--- src/sv/frmdf_pkg.sv ---
// ----------------------------------------------------------------------------
// frmdf_pkg: shared types, constants and CRC helpers for the deframer
// Event codes, configuration register indexes, default geometry and the
// byte-wide CRC-8/MAXIM and CRC-16/MODBUS update functions.
// ----------------------------------------------------------------------------
package frmdf_pkg;

   // Default header geometry
   localparam int HEADER_BYTES_DEF   = 11;
   localparam int LEN_LOW_OFFSET_DEF = 6;

   // Field widths
   localparam int BYTE_W = 8;
   localparam int POS_W  = 17;
   localparam int LEN_W  = 16;
   localparam int CSR_DATA_W = 17;
   localparam int CSR_IDX_W  = 2;

   // Configuration register indexes
   localparam logic [CSR_IDX_W-1:0] CSR_START_BYTE = 2'd0;
   localparam logic [CSR_IDX_W-1:0] CSR_MAX_FRAME  = 2'd1;

   // Register reset values
   localparam logic [BYTE_W-1:0] START_BYTE_RST = 8'h00;
   localparam logic [POS_W-1:0]  MAX_FRAME_RST  = 17'd256;

   // CRC seeds and polynomials (reflected)
   localparam logic [7:0]  CRC8_INIT  = 8'h00;
   localparam logic [7:0]  CRC8_POLY  = 8'h8C;
   localparam logic [15:0] CRC16_INIT = 16'hFFFF;
   localparam logic [15:0] CRC16_POLY = 16'hA001;

   // Per-word event reported on the result channel
   typedef enum logic [3:0] {
      EV_STORED     = 4'd0,
      EV_DISCARD    = 4'd1,
      EV_START      = 4'd2,
      EV_HDR_OK     = 4'd3,
      EV_HDR_ERR    = 4'd4,
      EV_FRAME_OK   = 4'd5,
      EV_FRAME_ERR  = 4'd6,
      EV_OVF_END    = 4'd7,
      EV_OVF_SKIP   = 4'd8
   } event_type;

   // Next CRC values and residue flags from the CRC unit
   typedef struct packed {
      logic [7:0]  crc8;
      logic [15:0] crc16;
      logic        crc8_zero;
      logic        crc16_zero;
   } crc_next_type;

   // CRC-8/MAXIM, one byte, LSB first
   function automatic logic [7:0] crc8_maxim_byte(input logic [7:0] crc,
                                                  input logic [7:0] b);
      logic [7:0] c;
      c = crc ^ b;
      for (int k = 0; k < 8; k++) begin
         c = c[0] ? ((c >> 1) ^ CRC8_POLY) : (c >> 1);
      end
      return c;
   endfunction

   // CRC-16/MODBUS, one byte, LSB first
   function automatic logic [15:0] crc16_modbus_byte(input logic [15:0] crc,
                                                     input logic [7:0]  b);
      logic [15:0] c;
      c = crc ^ {8'h00, b};
      for (int k = 0; k < 8; k++) begin
         c = c[0] ? ((c >> 1) ^ CRC16_POLY) : (c >> 1);
      end
      return c;
   endfunction

endpackage

--- src/sv/frmdf_crc_unit.sv ---
// ----------------------------------------------------------------------------
// frmdf_crc_unit: byte-wide header and frame CRC update
// Advances CRC-8/MAXIM and CRC-16/MODBUS by one byte and flags zero residue.
// ----------------------------------------------------------------------------
module frmdf_crc_unit
   import frmdf_pkg::*;
(
   input  logic [7:0]   crc8_cur,
   input  logic [15:0]  crc16_cur,
   input  logic [7:0]   data_byte,
   output crc_next_type crc_next
);

   // One byte through both CRCs
   always_comb begin
      crc_next.crc8       = crc8_maxim_byte(crc8_cur, data_byte);
      crc_next.crc16      = crc16_modbus_byte(crc16_cur, data_byte);
      crc_next.crc8_zero  = (crc_next.crc8 == 8'h00);
      crc_next.crc16_zero = (crc_next.crc16 == 16'h0000);
   end

endmodule

--- src/sv/frame_deframer_crc8_crc16_core.sv ---
// ----------------------------------------------------------------------------
// frame_deframer_crc8_crc16_core: start/length deframer with CRC-8 and CRC-16
// Hunts for the start byte, checks the header with CRC-8/MAXIM, reads the
// payload length and checks the whole frame with CRC-16/MODBUS.
// ----------------------------------------------------------------------------
// Every received byte produces exactly one result word carrying the byte, its
// position in the frame, an in-frame flag, the header payload length and an
// event; downstream keeps a frame only if its last word reports frame ok.
// The block takes one byte per clock while the output register is empty or
// draining; the result lands there in the cycle after acceptance, with the
// byte-wide CRC and phase/position logic between state and result registers.
// Frames of total length (header + payload + 2) above max_frame_bytes are
// skipped and flagged. The user must write configuration (csr_we, csr_index,
// csr_wdata) only while no word is in flight; the block does not enforce it.
module frame_deframer_crc8_crc16_core
   import frmdf_pkg::*;
#(
   parameter int HEADER_BYTES   = HEADER_BYTES_DEF,
   parameter int LEN_LOW_OFFSET = LEN_LOW_OFFSET_DEF
)
(
   input  logic                   clock,
   input  logic                   reset,
   // configuration
   input  logic                   csr_we,
   input  logic [CSR_IDX_W-1:0]   csr_index,
   input  logic [CSR_DATA_W-1:0]  csr_wdata,
   // received bytes
   input  logic                   req_valid,
   output logic                   req_ready,
   input  logic [BYTE_W-1:0]      req_rx_byte,
   // results
   output logic                   rsp_valid,
   input  logic                   rsp_ready,
   output logic [3:0]             rsp_event_res,
   output logic [BYTE_W-1:0]      rsp_byte_out,
   output logic                   rsp_in_frame,
   output logic [POS_W-1:0]       rsp_byte_pos,
   output logic [LEN_W-1:0]       rsp_payload_len
);

   typedef enum logic [1:0] {
      PH_HUNT,
      PH_HEAD,
      PH_DATA,
      PH_SKIP
   } phase_type;

   localparam logic [POS_W-1:0] HDR_LAST  = POS_W'(HEADER_BYTES - 1);
   localparam logic [POS_W-1:0] HDR_TAIL  = POS_W'(HEADER_BYTES + 2);
   localparam logic [POS_W-1:0] LEN_LO    = POS_W'(LEN_LOW_OFFSET);
   localparam logic [POS_W-1:0] LEN_HI    = POS_W'(LEN_LOW_OFFSET + 1);

   // state
   phase_type          phase_ff, phase_in;
   logic [POS_W-1:0]   position_ff, position_in;
   logic [7:0]         hdr_crc_ff, hdr_crc_in;
   logic [15:0]        frm_crc_ff, frm_crc_in;
   logic [LEN_W-1:0]   length_ff, length_in;
   logic [BYTE_W-1:0]  start_byte_ff;
   logic [POS_W-1:0]   max_frame_ff;

   // result register
   logic               rsp_valid_ff, rsp_valid_in;
   event_type          ev_ff, ev_in;
   logic [BYTE_W-1:0]  byte_ff;
   logic               inf_ff, inf_in;
   logic [POS_W-1:0]   pos_ff, pos_in;
   logic [LEN_W-1:0]   plen_ff, plen_in;

   logic               req_acc;
   logic [7:0]         crc8_cur;
   logic [15:0]        crc16_cur;
   crc_next_type       crc_next;
   logic [POS_W-1:0]   total_len;
   logic [POS_W-1:0]   frame_last;
   logic [POS_W-1:0]   total_len_next;

   // handshake: output register frees up as it drains
   assign req_ready    = !reset && (!rsp_valid_ff || rsp_ready);
   assign req_acc      = req_valid && req_ready;
   assign rsp_valid_in = req_acc || (rsp_valid_ff && !rsp_ready);

   // CRC seed select: a new frame starts from the init values
   assign crc8_cur  = (phase_ff == PH_HUNT) ? CRC8_INIT  : hdr_crc_ff;
   assign crc16_cur = (phase_ff == PH_HUNT) ? CRC16_INIT : frm_crc_ff;

   frmdf_crc_unit u_crc (
      .crc8_cur  (crc8_cur),
      .crc16_cur (crc16_cur),
      .data_byte (req_rx_byte),
      .crc_next  (crc_next)
   );

   assign total_len  = HDR_TAIL + POS_W'(length_ff);
   assign frame_last = total_len - POS_W'(1);

   // per-byte phase logic
   always_comb begin
      phase_in       = phase_ff;
      position_in    = position_ff;
      hdr_crc_in     = hdr_crc_ff;
      frm_crc_in     = frm_crc_ff;
      length_in      = length_ff;
      total_len_next = '0;
      ev_in          = EV_STORED;
      inf_in         = 1'b0;
      pos_in         = '0;
      plen_in        = '0;
      case (phase_ff)
         PH_HUNT: begin
            if (req_rx_byte == start_byte_ff) begin
               phase_in    = PH_HEAD;
               position_in = POS_W'(1);
               hdr_crc_in  = crc_next.crc8;
               frm_crc_in  = crc_next.crc16;
               length_in   = '0;
               ev_in       = EV_START;
               inf_in      = 1'b1;
            end else begin
               ev_in = EV_DISCARD;
            end
         end
         PH_HEAD: begin
            hdr_crc_in  = crc_next.crc8;
            frm_crc_in  = crc_next.crc16;
            if (position_ff == LEN_LO) begin
               length_in = {length_ff[15:8], req_rx_byte};
            end else if (position_ff == LEN_HI) begin
               length_in = {req_rx_byte, length_ff[7:0]};
            end
            total_len_next = HDR_TAIL + POS_W'(length_in);
            inf_in      = 1'b1;
            pos_in      = position_ff;
            position_in = position_ff + POS_W'(1);
            if (position_ff < HDR_LAST) begin
               ev_in = EV_STORED;
            end else if (crc_next.crc8_zero) begin
               // header good: decide between collecting and skipping
               ev_in    = EV_HDR_OK;
               plen_in  = length_in;
               phase_in = (total_len_next > max_frame_ff) ? PH_SKIP : PH_DATA;
            end else begin
               ev_in    = EV_HDR_ERR;
               phase_in = PH_HUNT;
            end
         end
         PH_DATA: begin
            frm_crc_in  = crc_next.crc16;
            inf_in      = 1'b1;
            pos_in      = position_ff;
            plen_in     = length_ff;
            position_in = position_ff + POS_W'(1);
            if (position_ff < frame_last) begin
               ev_in = EV_STORED;
            end else begin
               ev_in    = crc_next.crc16_zero ? EV_FRAME_OK : EV_FRAME_ERR;
               phase_in = PH_HUNT;
            end
         end
         default: begin
            // oversized frame: count the bytes through
            pos_in      = position_ff;
            plen_in     = length_ff;
            position_in = position_ff + POS_W'(1);
            if (position_ff < frame_last) begin
               ev_in = EV_OVF_SKIP;
            end else begin
               ev_in    = EV_OVF_END;
               phase_in = PH_HUNT;
            end
         end
      endcase
   end

   // state, configuration and result register
   always_ff @(posedge clock) begin
      if (reset) begin
         phase_ff      <= PH_HUNT;
         position_ff   <= '0;
         hdr_crc_ff    <= CRC8_INIT;
         frm_crc_ff    <= CRC16_INIT;
         length_ff     <= '0;
         start_byte_ff <= START_BYTE_RST;
         max_frame_ff  <= MAX_FRAME_RST;
         rsp_valid_ff  <= 1'b0;
      end else begin
         rsp_valid_ff <= rsp_valid_in;
         if (req_acc) begin
            phase_ff    <= phase_in;
            position_ff <= position_in;
            hdr_crc_ff  <= hdr_crc_in;
            frm_crc_ff  <= frm_crc_in;
            length_ff   <= length_in;
         end
         if (csr_we && csr_index == CSR_START_BYTE) begin
            start_byte_ff <= csr_wdata[BYTE_W-1:0];
         end
         if (csr_we && csr_index == CSR_MAX_FRAME) begin
            max_frame_ff <= csr_wdata[POS_W-1:0];
         end
      end
      if (req_acc) begin
         ev_ff   <= ev_in;
         byte_ff <= req_rx_byte;
         inf_ff  <= inf_in;
         pos_ff  <= pos_in;
         plen_ff <= plen_in;
      end
   end

   assign rsp_valid       = rsp_valid_ff;
   assign rsp_event_res   = ev_ff;
   assign rsp_byte_out    = byte_ff;
   assign rsp_in_frame    = inf_ff;
   assign rsp_byte_pos    = pos_ff;
   assign rsp_payload_len = plen_ff;

   // an accepted word always lands in the output register
   a_acc_to_rsp: assert property (@(posedge clock) disable iff (reset)
      req_acc |=> rsp_valid_ff)
      else $error("accepted word did not reach the result register");

   // a start byte while hunting opens the header at position one
   a_start_opens: assert property (@(posedge clock) disable iff (reset)
      (req_acc && phase_ff == PH_HUNT && req_rx_byte == start_byte_ff)
      |=> (phase_ff == PH_HEAD && position_ff == POS_W'(1)))
      else $error("start byte did not open a header");

   // header position stays inside the header
   a_head_pos: assert property (@(posedge clock) disable iff (reset)
      (phase_ff == PH_HEAD) |-> (position_ff >= POS_W'(1) && position_ff <= HDR_LAST))
      else $error("header position out of range");

   // payload or skip position never passes the frame's last byte
   a_body_pos: assert property (@(posedge clock) disable iff (reset)
      (phase_ff == PH_DATA || phase_ff == PH_SKIP) |-> (position_ff <= frame_last))
      else $error("frame position beyond frame length");

endmodule
--- config.mk ---
export PLATFORM = sky130hd
export DESIGN_NAME = frame_deframer_crc8_crc16_core
export DESIGN_NICKNAME = d
export VERILOG_FILES = /design/src/sv/frmdf_pkg.sv /design/src/sv/frmdf_crc_unit.sv /design/src/sv/frame_deframer_crc8_crc16_core.sv
export SDC_FILE = /design/constraint.sdc
export NUM_CORES = 1
export LEC_CHECK = 0
export BUFFER_PORTS_ARGS = -buffer_cell sky130_fd_sc_hd__buf_4
export CAP_MARGIN = 20
export CORE_MARGIN = 1
export CORE_UTILIZATION = 25
export DETAILED_ROUTE_END_ITERATION = 6
export PLACE_DENSITY_LB_ADDON = 0.05
export SKIP_CTS_REPAIR_TIMING = 1
export SLEW_MARGIN = 20
export SYNTH_ARGS = -nofsm -noshare
export SYNTH_HDL_FRONTEND = slang
export SYNTH_SLANG_ARGS = --single-unit
--- constraint.sdc ---
create_clock -name clock -period 8 [get_ports clock]
set_input_delay 1.6 -clock clock [delete_from_list [all_inputs] [get_ports clock]]
set_output_delay 1.6 -clock clock [all_outputs]
set_load 0.005 [all_outputs]
==> results.md, run 1 <==
Clocking:
- The clock drives 131 sinks.
- The source-to-sink clock delay at the later pin of the worst-skew pair is 0.42 ns.
- The H-tree depth is 4.
- Clock-pin slew was measured on the worst setup and hold paths at 0.06 ns.
- TritonCTS built the clock tree.
- The CTS buffer count is 17.
- CTS placed an instance of sky130_fd_sc_hd__clkbuf_16 at the clock tree root.
- The buffer depth of the longest clock path is 2.

Min path:
- For hold timing, the worst endpoint is max_frame_ff[6]$_SDFFE_PP0P_.
- The startpoint of the lowest-slack hold path is max_frame_ff[6]$_SDFFE_PP0P_.
- The type of the tightest min-delay check is reg -> reg.
- Counting instances, the worst hold path has a depth of 2.

Synthesis:
- Yosys instantiated no cell more often than sky130_fd_sc_hd__nor2_1.
- The mean cell area of the mapped netlist is 8.99 µm².
- Synthesis handed over a netlist of 842 instances.
- The library cell occupying the most area in the post-synthesis netlist is sky130_fd_sc_hd__dfxtp_1.
- The number of nets in the synthesized netlist is 916.
- The share of the Yosys chip area taken by registers is 0.407.
- The cell area that synthesis handed to floorplanning was 0.00757 mm².
- The unique cell type count in the Yosys netlist is 61.
- The register bit total from synthesis is 131.
- By area the synthesized netlist is led by sky130_fd_sc_hd__dfxtp_1, sky130_fd_sc_hd__edfxtp_1, sky130_fd_sc_hd__xnor2_1.
- The area share of the leading cell type in the synthesized netlist is 0.225.
- The count of flip-flops with a built-in enable after synthesis is 46.
- In the synthesized netlist the dominant register cell turns out to be sky130_fd_sc_hd__dfxtp_1.
- For this run, asynchronously set or reset flops after synthesis account for 0.
- The yosys synthesis warning count is 0.
- Sorting the synthesized cells by how often they occur yields sky130_fd_sc_hd__nor2_1, sky130_fd_sc_hd__dfxtp_1, sky130_fd_sc_hd__nand2_1.

Floorplanning:
- The initial utilization of the core area, before any placement, comes to 0.255.
- For this design the top-level I/O count stands at 80.
- The x dimension of the die is 176 µm.
- The vertical die dimension is 176 µm.
- The floorplan has 63 rows.
- The region available for standard cell placement spans 0.0297 mm².
- The floorplan step defined a die boundary enclosing 0.0310 mm².

Critical path:
- The worst setup path is launched from a flip-flop.
- The setup check on the worst reg-to-reg path leaves a slack of 2.64 ns.
- The reg-to-reg startpoint is position_ff[4]$_SDFFE_PP0P_.
- The critical setup path kind is reg -> reg.
- STA puts the critical path data required time at 8.31 ns.
- The slowest cell on the critical path is sky130_fd_sc_hd__nor3_4.
- The capture instance of the worst register-to-register path is phase_ff[0]$_SDFFE_PP0P_.
- On the worst path, the slowest cell contributes a delay of 0.69 ns.
- The signal on the critical path passes through nor4_2 > nand4_2 > nor3_4 > mux2i_1 > inv_1 > ha_1 > nor3_1 > nor2_1 > mux2i_1 > nor2_1 > o21ai_1 > nor3_1 > ha_1 > nand4_1 > or2_0 > or4_1 > a41o_1 > o21a_1.
- The largest fanout on the critical path is 15.
- Measured in cells, the most critical reg-to-reg path has a length of 18.
- For the worst setup path, the data arrival time is 5.68 ns.
- The nature of the critical path endpoint is a flip-flop.

Power and ir drop:
- The peak supply drop is 0.000118 V.
- For this design the static power due to leakage is 3.23 nW.
- After layout, the design draws a total of 1.67 mW.
- For this design the ratio of total power to cell area is 182 mW/mm².

Place:
- The post-placement setup slack is 2.60 ns.
- Once placement finished, the instance area stood at 0.00851 mm².
- The detailed placer's ending HPWL is 16,300 µm.
- Routability-driven placement finished with a final weighted congestion of 0.750.
- The cell count after placement is 1,270.
- During placement, the flow inserted port buffers numbering 79.

Detailed routing:
- The first-pass iteration count of the detailed router is 4.
- The mean number of vias per cell is 4.52.
- The count of nets left with antenna violations once routing finished came out at 0.
- The routed layout has 5,881 vias.
- For this run, design rule violations remaining after detail routing come to 0.
- Wires add up to 22,500 µm.
- The starting DRC count in detailed routing is 259.
- Dividing the detail-routed wire length by the instance count gives 17.2 µm.

Layout:
- The final non-filler cell area is 0.00913 mm².
- The repair_antennas step left the layout with diodes totalling 0.
- For this run, the post-layout net count is 973.
- Excluding fillers, the count of instances in the completed layout stands at 1,302.
- The share of final-layout standard cells stronger than drive strength 1 is 0.139.
- Relative to the synthesized area, the layout overhead comes to 20.7%.
- The core utilization of the finished layout is 0.307.

Timing:
- The time the final worst path needs with I/O delays and setup is 5.36 ns.
- The transition at the pin with the smallest max-transition slack is 0.886 ns.
- In the finished design, the share of the clock period the worst path needs comes to 0.670.
- In this run the tightest slew margin relative to its limit is 0.402.
- The worst path meets setup with 2.64 ns of slack.
- The number of slew-limit violations in the final report is 0.
- Setup repair after global routing left no endpoint under its margin.
- The final setup violation count is 0.
- The clock arrives with 0.0110 ns of skew.
- The number of hold violations in the final report is 0.
- The final sum of negative setup slack is 0 ns.
- On the final layout, the worst hold slack is 0.454 ns.
- The highest attainable clock frequency is 0.186 GHz.

Global route:
- The global routing usage summed across all routing layers is 0.151.
- The number of global-route vias before repair is 6,031.
- The global route total overflow is 0.
- The first global-routing pass estimated 35,500 µm of wire.
- The initial antenna violation count was 0.
- Entering global routing, the biggest net connects 73 pins.

Status:
- The run finished with clean final reports.

Flow run:
- The max-capacitance violation count is 0.
-- critical path, delay by kind of cell, from the launching register on --
| family | cells | cell delay [ns] |
|---|---|---|
| fa+ha+maj | 2 | 0.59 |
| simple gates | 10 | 2.80 |
| compound gates | 3 | 0.61 |
| mux | 2 | 0.77 |
| buf+inv | 1 | 0.10 |
| flops | 1 | 0.38 |
-- flip-flops by register name, indices dropped and copies added, names as in the netlist --
name	count
phase_ff	2
hdr_crc_ff	8
rsp_byte_pos	17
rsp_event_res	4
rsp_payload_len	16
rsp_valid	1
frm_crc_ff	16
start_byte_ff	8
rsp_byte_out	8
position_ff	17
max_frame_ff	17
length_ff	16
rsp_in_frame	1
-- worst max-delay path by stage --
stage	start	to	slack [ns]	depth (start not counted)
finish	position_ff[4]$_SDFFE_PP0P_	phase_ff[0]$_SDFFE_PP0P_	2.64	18
global route	position_ff[4]$_SDFFE_PP0P_	phase_ff[0]$_SDFFE_PP0P_	2.16	18
CTS	position_ff[4]$_SDFFE_PP0P_	phase_ff[0]$_SDFFE_PP0P_	2.58	18
detailed placement	position_ff[4]$_SDFFE_PP0P_	phase_ff[0]$_SDFFE_PP0P_	2.60	18
global placement	position_ff[4]$_SDFFE_PP0P_	phase_ff[0]$_SDFFE_PP0P_	2.72	18
floorplan	req_rx_byte[0]	phase_ff[0]$_SDFFE_PP0P_	3.18	16
-- cell families (layout without fill, tap and decap cells) --
logic type / after synthesis / in the layout / share of synthesized area
mux: 23 / 23 / 0.0306
compound gates: 130 / 130 / 0.113
fa+ha+maj: 42 / 42 / 0.0695
simple gates: 333 / 333 / 0.214
xor+xnor: 106 / 106 / 0.126
flops: 131 / 131 / 0.407
buf+inv: 77 / 147 / 0.0399
-- final cells by class --
type / count / area (µm²)
Clock buffer: 23 / 510
Clock inverter: 9 / 115
Fill cell: 3133 / 20600
Inverter: 31 / 116
Multi-Input combinational cell: 634 / 4190
Sequential cell: 131 / 3080
Tap cell: 390 / 488
Timing Repair Buffer: 84 / 631
-- report_power, final --
| part | internal, mW | leakage, nW | switching (mW) | total (mW) |
|---|---|---|---|---|
| Combinational | 0.0548 | 1.80 | 0.0715 | 0.126 |
| Sequential | 0.701 | 1.12 | 0.00482 | 0.706 |
| Clock | 0.516 | 0.309 | 0.317 | 0.834 |
| Total | 1.27 | 3.23 | 0.394 | 1.67 |
-- routing by layer --
| layer | vias to the layer above | part of all wire | track usage |
|---|---|---|---|
| li1 | 3027 | - | - |
| met1 | 2717 | 0.49 | 0.204 |
| met2 | 112 | 0.46 | 0.245 |
| met3 | 25 | 0.031 | 0.0239 |
| met4 | 0 | 0.018 | 0.0507 |
| met5 | - | 0 | 0 |
-- layout by cell type (no fill, tap or decap), types with 3 or more instances in the layout --
| cell type | n |
|---|---|
| sky130_fd_sc_hd__mux2i_1 | 22 |
| sky130_fd_sc_hd__ha_1 | 41 |
| sky130_fd_sc_hd__nor3_1 | 22 |
| sky130_fd_sc_hd__buf_4 | 84 |
| sky130_fd_sc_hd__o21bai_1 | 8 |
| sky130_fd_sc_hd__edfxtp_1 | 46 |
| sky130_fd_sc_hd__clkbuf_16 | 19 |
| sky130_fd_sc_hd__nand3_1 | 17 |
| sky130_fd_sc_hd__inv_1 | 30 |
| sky130_fd_sc_hd__a22oi_1 | 10 |
| sky130_fd_sc_hd__nor3b_1 | 3 |
| sky130_fd_sc_hd__nor2_1 | 116 |
| sky130_fd_sc_hd__nor4_1 | 8 |
| sky130_fd_sc_hd__a21oi_1 | 46 |
| sky130_fd_sc_hd__a21o_1 | 10 |
| sky130_fd_sc_hd__nor2b_1 | 27 |
| sky130_fd_sc_hd__dfxtp_1 | 85 |
| sky130_fd_sc_hd__xnor2_1 | 75 |
| sky130_fd_sc_hd__o21a_1 | 3 |
| sky130_fd_sc_hd__a31oi_1 | 3 |
| sky130_fd_sc_hd__a211oi_1 | 3 |
| sky130_fd_sc_hd__nor4_2 | 3 |
| sky130_fd_sc_hd__o31a_1 | 3 |
| sky130_fd_sc_hd__o21ai_1 | 7 |
| sky130_fd_sc_hd__o21ai_0 | 8 |
| sky130_fd_sc_hd__xor2_1 | 29 |
| sky130_fd_sc_hd__nand4_1 | 12 |
| sky130_fd_sc_hd__and3_1 | 8 |
| sky130_fd_sc_hd__nor4b_2 | 3 |
| sky130_fd_sc_hd__and2_1 | 19 |
| sky130_fd_sc_hd__nand2_1 | 81 |
| sky130_fd_sc_hd__a211o_1 | 13 |
| sky130_fd_sc_hd__clkinv_4 | 4 |
(Power assumes the default switching activity.)
==> inputs of run 2 (changes only) <==
Clock period 8 ns to 4.9 ns, I/O delays scaled along.
==> run 2 against run 1 <==
Core utilization increased by 0.48 points. Via count increased by 2.0%. Non-clock buffer count increased by 25. Worst hold slack improved by 0.00052 ns. Global-route usage increased by 0.47 points. Clock skew increased by 0.0023 ns. First-iteration DRC count increased by 6.2%. Highest routed layer unchanged.
==> results.md, run 2 (synthesis results as in run 1) <==
Floorplanning:
- The vertical die dimension is 176 µm.
- The x dimension of the die is 176 µm.
- The full die area is 0.0310 mm².
- The initial standard-cell utilization of the core is 0.255.
- In this run the core area contains 63 standard-cell rows.
- The number of placed I/O pins is 80.
- The core area is 0.0297 mm².

Clocking:
- The TritonCTS clock tree is built.
- CTS saw 131 sinks.
- The source-to-sink clock delay at the later pin of the worst-skew pair is 0.42 ns.
- The buffer depth of the longest clock path is 2.
- After clock tree synthesis, the clock-pin slew on the worst setup and hold paths is 0.06 ns.
- The CTS buffer count is 17.
- The tree is rooted in a sky130_fd_sc_hd__clkbuf_16.
- In this run the number of H-tree levels came out at 4.

Timing:
- The number of slew-limit violations in the final report was 0.
- For the pin with the worst max-slew slack, the measured transition is 0.867 ns.
- Setup repair after global routing left no endpoint under its margin.
- For the final database, setup skew stands at 0.0133 ns.
- The worst path needs 4.44 ns of the cycle, external delays included.
- Of the available clock period, the critical path in the final layout requires 0.906.
- Setup violations remaining at the end of the flow were counted as 0.
- The number of hold violations in the final report is 0.
- The worst hold slack is 0.454 ns.
- The highest attainable clock frequency is 0.225 GHz.
- Setup total negative slack on the finished layout was measured at 0 ns.
- The worst pin sits at a relative slew slack of 0.422.

Layout:
- The final layout contains 998 nets.
- The antenna diode count is 0.
- With fillers left out, the area of the finished cells amounts to 0.00928 mm².
- Counting the fill cells in the layout gives 3,138.
- The signed area change from the synthesized netlist to the final layout is 22.6%.
- Leaving out fill and tap cells, the most frequent cell in the layout is sky130_fd_sc_hd__nor2_1.
- The library cells used most frequently in the layout, excluding fill and tap cells, are sky130_fd_sc_hd__nor2_1, sky130_fd_sc_hd__buf_4, sky130_fd_sc_hd__dfxtp_1.
- The share of final-layout standard cells stronger than drive strength 1 is 0.166.

Min path:
- The cell depth of the worst min-delay path is 2.
- The type of the tightest min-delay check is reg -> reg.

Detailed routing:
- The first-pass iteration count of the detailed router is 4.
- The starting DRC count in detailed routing is 275.
- The remaining routing DRC violations is 0.
- After detailed routing, the average wire length per cell comes to 17.5 µm.
- The count of nets left with antenna violations once routing finished came out at 0.
- The total wire length is 23,200 µm.
- The mean number of vias per cell is 4.52.
- Summing over every cut layer, the via total after detailed routing is 6,000.

Global route:
- In the global route stage, met2 resource usage came out at 0.256.
- The first-pass GRT wire length is 36,600 µm.
- The global route total overflow is 0.
- The global routing stage identified its most utilized layer as met2.
- For met1 alone, demand over resource in global routing was 0.210.
- For this run, global-route usage on met3 was measured as 0.0286.
- The initial antenna violation count is 0.
- The maximum number of pins on one net before global-route repair is 73.
- The global routing usage summed across all routing layers is 0.156.
- The number of global-route vias before repair is 6,166.

Power and ir drop:
- The peak supply drop is 0.000212 V.
- In this run the static leakage power is 3.31 nW.
- The power per standard cell area is 277 mW/mm².
- The overall power of the completed layout is 2.57 mW.

Critical path:
- The worst setup path is captured at a flip-flop.
- The largest fanout on the critical path is 5.
- For the worst setup path, the data required time is 5.21 ns.
- The critical setup path kind is reg -> reg.
- Data on the critical path arrives at its endpoint at 4.74 ns.
- The number of cells traversed by the worst register-to-register path is 18.
- The critical path startpoint category is a flip-flop.

Flow run:
- The max-capacitance violation count is 0.

Place:
- The count of buffers added on input and output ports is 79.
- Summing all placed instances gives a cell area of 0.00869 mm².
- The global placement routability congestion is 0.800.
- After legalization and detailed placement, the total HPWL measured 17,100 µm.

Status:
- The run finished with clean final reports.
==> run 2: cell count changes in the layout (fill, tap and decap cells not counted), sizes merged <==
cell	delta
clkbuf	-3
clkinvlp	+4
bufinv	-2
clkinv	-1
buf	+25
inv	+2
==> run 2: critical path, cell delays in order (launching register included) <==
cell                      delay (ns)
sky130_fd_sc_hd__dfxtp_1        0.33
sky130_fd_sc_hd__nor4_4         0.37
sky130_fd_sc_hd__nand4_4        0.20
sky130_fd_sc_hd__nor3_4         0.25
sky130_fd_sc_hd__mux2i_2        0.28
sky130_fd_sc_hd__inv_1          0.09
sky130_fd_sc_hd__ha_1           0.29
sky130_fd_sc_hd__nor3_2         0.16
sky130_fd_sc_hd__nor2_1         0.08
sky130_fd_sc_hd__mux2i_2        0.29
sky130_fd_sc_hd__nor4b_2        0.10
sky130_fd_sc_hd__xnor2_1        0.17
sky130_fd_sc_hd__mux2i_1        0.10
sky130_fd_sc_hd__ha_1           0.30
sky130_fd_sc_hd__nand4_1        0.13
sky130_fd_sc_hd__or2_0          0.26
sky130_fd_sc_hd__or4_1          0.52
sky130_fd_sc_hd__a41o_1         0.25
sky130_fd_sc_hd__o21a_1         0.16
==> run 2: final timing paths <==
| check | end | slack [ns] | start |
|---|---|---|---|
| hold / removal | max_frame_ff[7]$_SDFFE_PP0P_ | 0.45 | max_frame_ff[7]$_SDFFE_PP0P_ |
| setup reg to reg | phase_ff[0]$_SDFFE_PP0P_ | 0.46 | position_ff[6]$_SDFFE_PP0P_ |
| setup / recovery | phase_ff[0]$_SDFFE_PP0P_ | 0.46 | position_ff[6]$_SDFFE_PP0P_ |
| hold reg to reg | max_frame_ff[7]$_SDFFE_PP0P_ | 0.45 | max_frame_ff[7]$_SDFFE_PP0P_ |
==> run 2: metal layers <==
layer	vias up	part of all wire	wire length, µm
li1	3074	-	-
met1	2824	0.49	11400
met2	96	0.47	11000
met3	6	0.031	710
met4	0	0.0066	154
met5	-	0	0
==> run 2: per-stage QoR <==
step	utilization	setup WS (ns)	cells
floorplan	-	0.533	842
detailed placement	0.292	0.129	1294
global route	0.312	0.0420	1327
finish	0.312	0.462	1327
CTS	0.311	0.0482	1326
global placement	0.292	0.213	1294
==> run 2: where the power goes <==
group          switching, mW  internal, mW
registers            0.00823          1.15
clock network          0.534         0.670
logic                  0.118        0.0916
==> run 2: final cells by class <==
class | count | area [µm²] | area share
Clock inverter | 12 | 100 | 0.0108
Sequential cell | 131 | 3080 | 0.332
Clock buffer | 20 | 447 | 0.0482
Multi-Input combinational cell | 634 | 4220 | 0.455
Timing Repair Buffer | 109 | 818 | 0.0882
Inverter | 31 | 116 | 0.0125
Tap cell | 390 | 488 | 0.0526
==> inputs of run 3 (changes only) <==
Settings changed: RECOVER_POWER from default to 50.
==> run 3 against run 2 <==
Register-to-register slack hardly changed. Via count is 0.25% higher. Cell area is 0.63% lower. Total power is 0.20% lower. Clock skew is 0.00075 ns lower. Routed wire length is 0.28% lower. Combinational power is 2% lower.
==> results.md, run 3 (synthesis results as in run 1) <==
Power and ir drop:
- The internal power contribution is 1.90 mW.
- Of the total power, the share spent switching nets is 0.258.
- The power per standard cell area is 278 mW/mm².
- The static power due to leakage is 3.25 nW.
- VDD sags by at most 0.000212 V.
- Summed over all nets, the switching power comes to 660 µW.
- The share of power burned in combinational logic is 0.079.
- Of the total power, the clock network draws 0.470.
- Overall power consumption after layout is estimated at 2.56 mW.
- The share of total power dissipated in sequential elements is 0.450.

Status:
- The run finished with clean final reports.

Clocking:
- The H-tree depth is 4.
- At the later pin of the worst-skew pair, clock insertion delay measures 0.42 ns.
- The tree is rooted in a sky130_fd_sc_hd__clkbuf_16.
- The CTS clock-pin slew for the worst setup and hold paths is 0.06 ns.
- The CTS buffer count is 17.
- The clock passes through at most 2 buffers.
- TritonCTS built the clock tree.
- For this design, the sink count on the clock tree is 131.

Timing:
- The final sum of negative setup slack is 0 ns.
- The number of hold violations in the final report came to 0.
- Setup violations remaining at the end of the flow were counted as 0.
- The final worst-path cycle share is 0.913.
- Setup repair after global routing left no endpoint under its margin.
- The final setup skew is 0.0125 ns.
- The number of slew-limit violations in the final report was 0.
- Measured against its own limit, the worst slew margin works out to 0.199.
- The time the final worst path needs with I/O delays and setup is 4.48 ns.
- The highest attainable clock frequency is 0.223 GHz.
- The transition at the pin with the smallest max-transition slack is 1.20 ns.

Critical path:
- The largest fanout on the critical path is 10.
- STA puts the critical path data required time at 5.21 ns.
- The worst setup path is launched from an input port.
- The nature of the critical path endpoint is a flip-flop.
- Data on the critical path arrives at its endpoint at 4.79 ns.
- The critical setup path kind is in -> reg.

Detailed routing:
- The remaining routing DRC violations is 0.
- The starting DRC count in detailed routing is 273.
- The first-pass iteration count of the detailed router is 4.
- The mean number of vias per cell is 4.53.
- The post-route antenna net violation count is 0.
- The total wire length is 23,100 µm.
- Dividing the detail-routed wire length by the instance count gives 17.4 µm.
- Across all layers, the routed design uses 6,015 vias.

Global route:
- The maximum number of pins on one net before global-route repair is 73.
- The global routing usage summed across all routing layers is 0.156.
- The first global-routing pass estimated 36,600 µm of wire.
- Summed over all layers, the global routing overflow is 0.
- The initial antenna violation count is 0.
- The number of global-route vias before repair came to 6,166.

Floorplanning:
- The full die area is 0.0310 mm².
- The number of placed I/O pins is 80.
- The core area is 0.0297 mm².
- The initial standard-cell utilization of the core is 0.255.
- From bottom edge to top edge, the die measures 176 µm.
- In this run the horizontal extent of the chip is 176 µm.
- The number of core rows is 63.

Flow run:
- The max-capacitance violation count is 0.

Layout:
- The repair_antennas step left the layout with diodes totalling 0.
- The final cell count without fillers is 1,327.
- In the layout the commonest cells are sky130_fd_sc_hd__nor2_1, sky130_fd_sc_hd__dfxtp_1, sky130_fd_sc_hd__nand2_1.
- Registers take 0.00308 mm².
- The multi-input logic area is 0.00422 mm².
- In the final layout, the share of cells above drive strength 1 is 0.148.
- After filler insertion, the fill cell instance count of the layout stands at 3,149.
- The final layout net count is 998.
- The most common cell after layout, fill and taps aside is sky130_fd_sc_hd__nor2_1.
- The signed area change from the synthesized netlist to the final layout is 21.8%.

Place:
- Detailed placement finished with a half-perimeter wire length of 17,100 µm.
- During placement, the flow inserted port buffers numbering 79.
- The congestion estimate from routability-driven global placement came to 0.800.
- The cell count after placement is 1,294.

Min path:
- The type of the tightest min-delay check is reg -> reg.
## run 3: cell types whose count changed in the layout (fill, tap and decap cells not counted)
cell / before / now
sky130_fd_sc_hd__clkbuf_4: 0 / 46
sky130_fd_sc_hd__inv_2: 1 / 0
sky130_fd_sc_hd__ha_2: 1 / 0
sky130_fd_sc_hd__inv_1: 30 / 31
sky130_fd_sc_hd__clkbuf_1: 2 / 17
sky130_fd_sc_hd__buf_4: 109 / 48
sky130_fd_sc_hd__ha_1: 41 / 42
## run 3: worst max-delay path, stage by stage
cell	delay, ns
sky130_fd_sc_hd__clkbuf_1	0.65
sky130_fd_sc_hd__mux2i_1	0.21
sky130_fd_sc_hd__inv_1	0.11
sky130_fd_sc_hd__ha_1	0.29
sky130_fd_sc_hd__nor3_2	0.07
sky130_fd_sc_hd__nor2_1	0.16
sky130_fd_sc_hd__mux2i_2	0.13
sky130_fd_sc_hd__nor4b_2	0.29
sky130_fd_sc_hd__xnor2_1	0.15
sky130_fd_sc_hd__mux2i_1	0.11
sky130_fd_sc_hd__ha_1	0.30
sky130_fd_sc_hd__nand4_1	0.13
sky130_fd_sc_hd__or2_0	0.26
sky130_fd_sc_hd__or4_1	0.52
sky130_fd_sc_hd__a41o_1	0.25
sky130_fd_sc_hd__o21a_1	0.16
## run 3: layer usage
layer | vias up | routed length (µm) | global-route usage
met5 | - | 0 | 0
met4 | 0 | 179 | 0.0409
met3 | 8 | 628 | 0.0286
met2 | 93 | 11000 | 0.256
met1 | 2837 | 11400 | 0.210
li1 | 3077 | - | -
## run 3: stage by stage
stage	util	hold WS [ns]	cell area, µm²	worst slack (ns)
6_report	0.310	0.454	9220	0.424
5_1_grt	0.310	0.478	9220	0.0203
4_1_cts	0.311	0.457	9230	0.0482
3_5_place_dp	0.292	0.449	8690	0.129
3_3_place_gp	0.292	0.446	8690	0.213
2_1_floorplan	-	0.432	7570	0.533
## run 3: final timing paths
kind | slack, ns | start | cells after the start | to
worst max register to register | 0.45 | position_ff[6]$_SDFFE_PP0P_ | 18 | phase_ff[0]$_SDFFE_PP0P_
worst min register to register | 0.45 | max_frame_ff[7]$_SDFFE_PP0P_ | 2 | max_frame_ff[7]$_SDFFE_PP0P_
worst min-delay path | 0.45 | max_frame_ff[7]$_SDFFE_PP0P_ | 2 | max_frame_ff[7]$_SDFFE_PP0P_
worst max-delay path | 0.42 | req_rx_byte[1] | 16 | phase_ff[0]$_SDFFE_PP0P_
## run 3: cell type report
type | instances | share of cell area
sequential | 131 | 0.335
tap | 390 | 0.0529
clock inverter | 12 | 0.0109
inverter | 31 | 0.0126
clock buffer | 20 | 0.0485
multi-input combinational | 634 | 0.458
timing repair buffer | 109 | 0.0827
## run 3: power groups by stage
stage / clock network (mW) / registers [mW] / logic, mW
floorplan: 0 / 1.18 / 0.125
global placement: 0 / 1.18 / 0.214
CTS: 1.25 / 1.15 / 0.214
finish: 1.21 / 1.15 / 0.204
detailed placement: 0 / 1.18 / 0.213
global route: 1.30 / 1.15 / 0.227
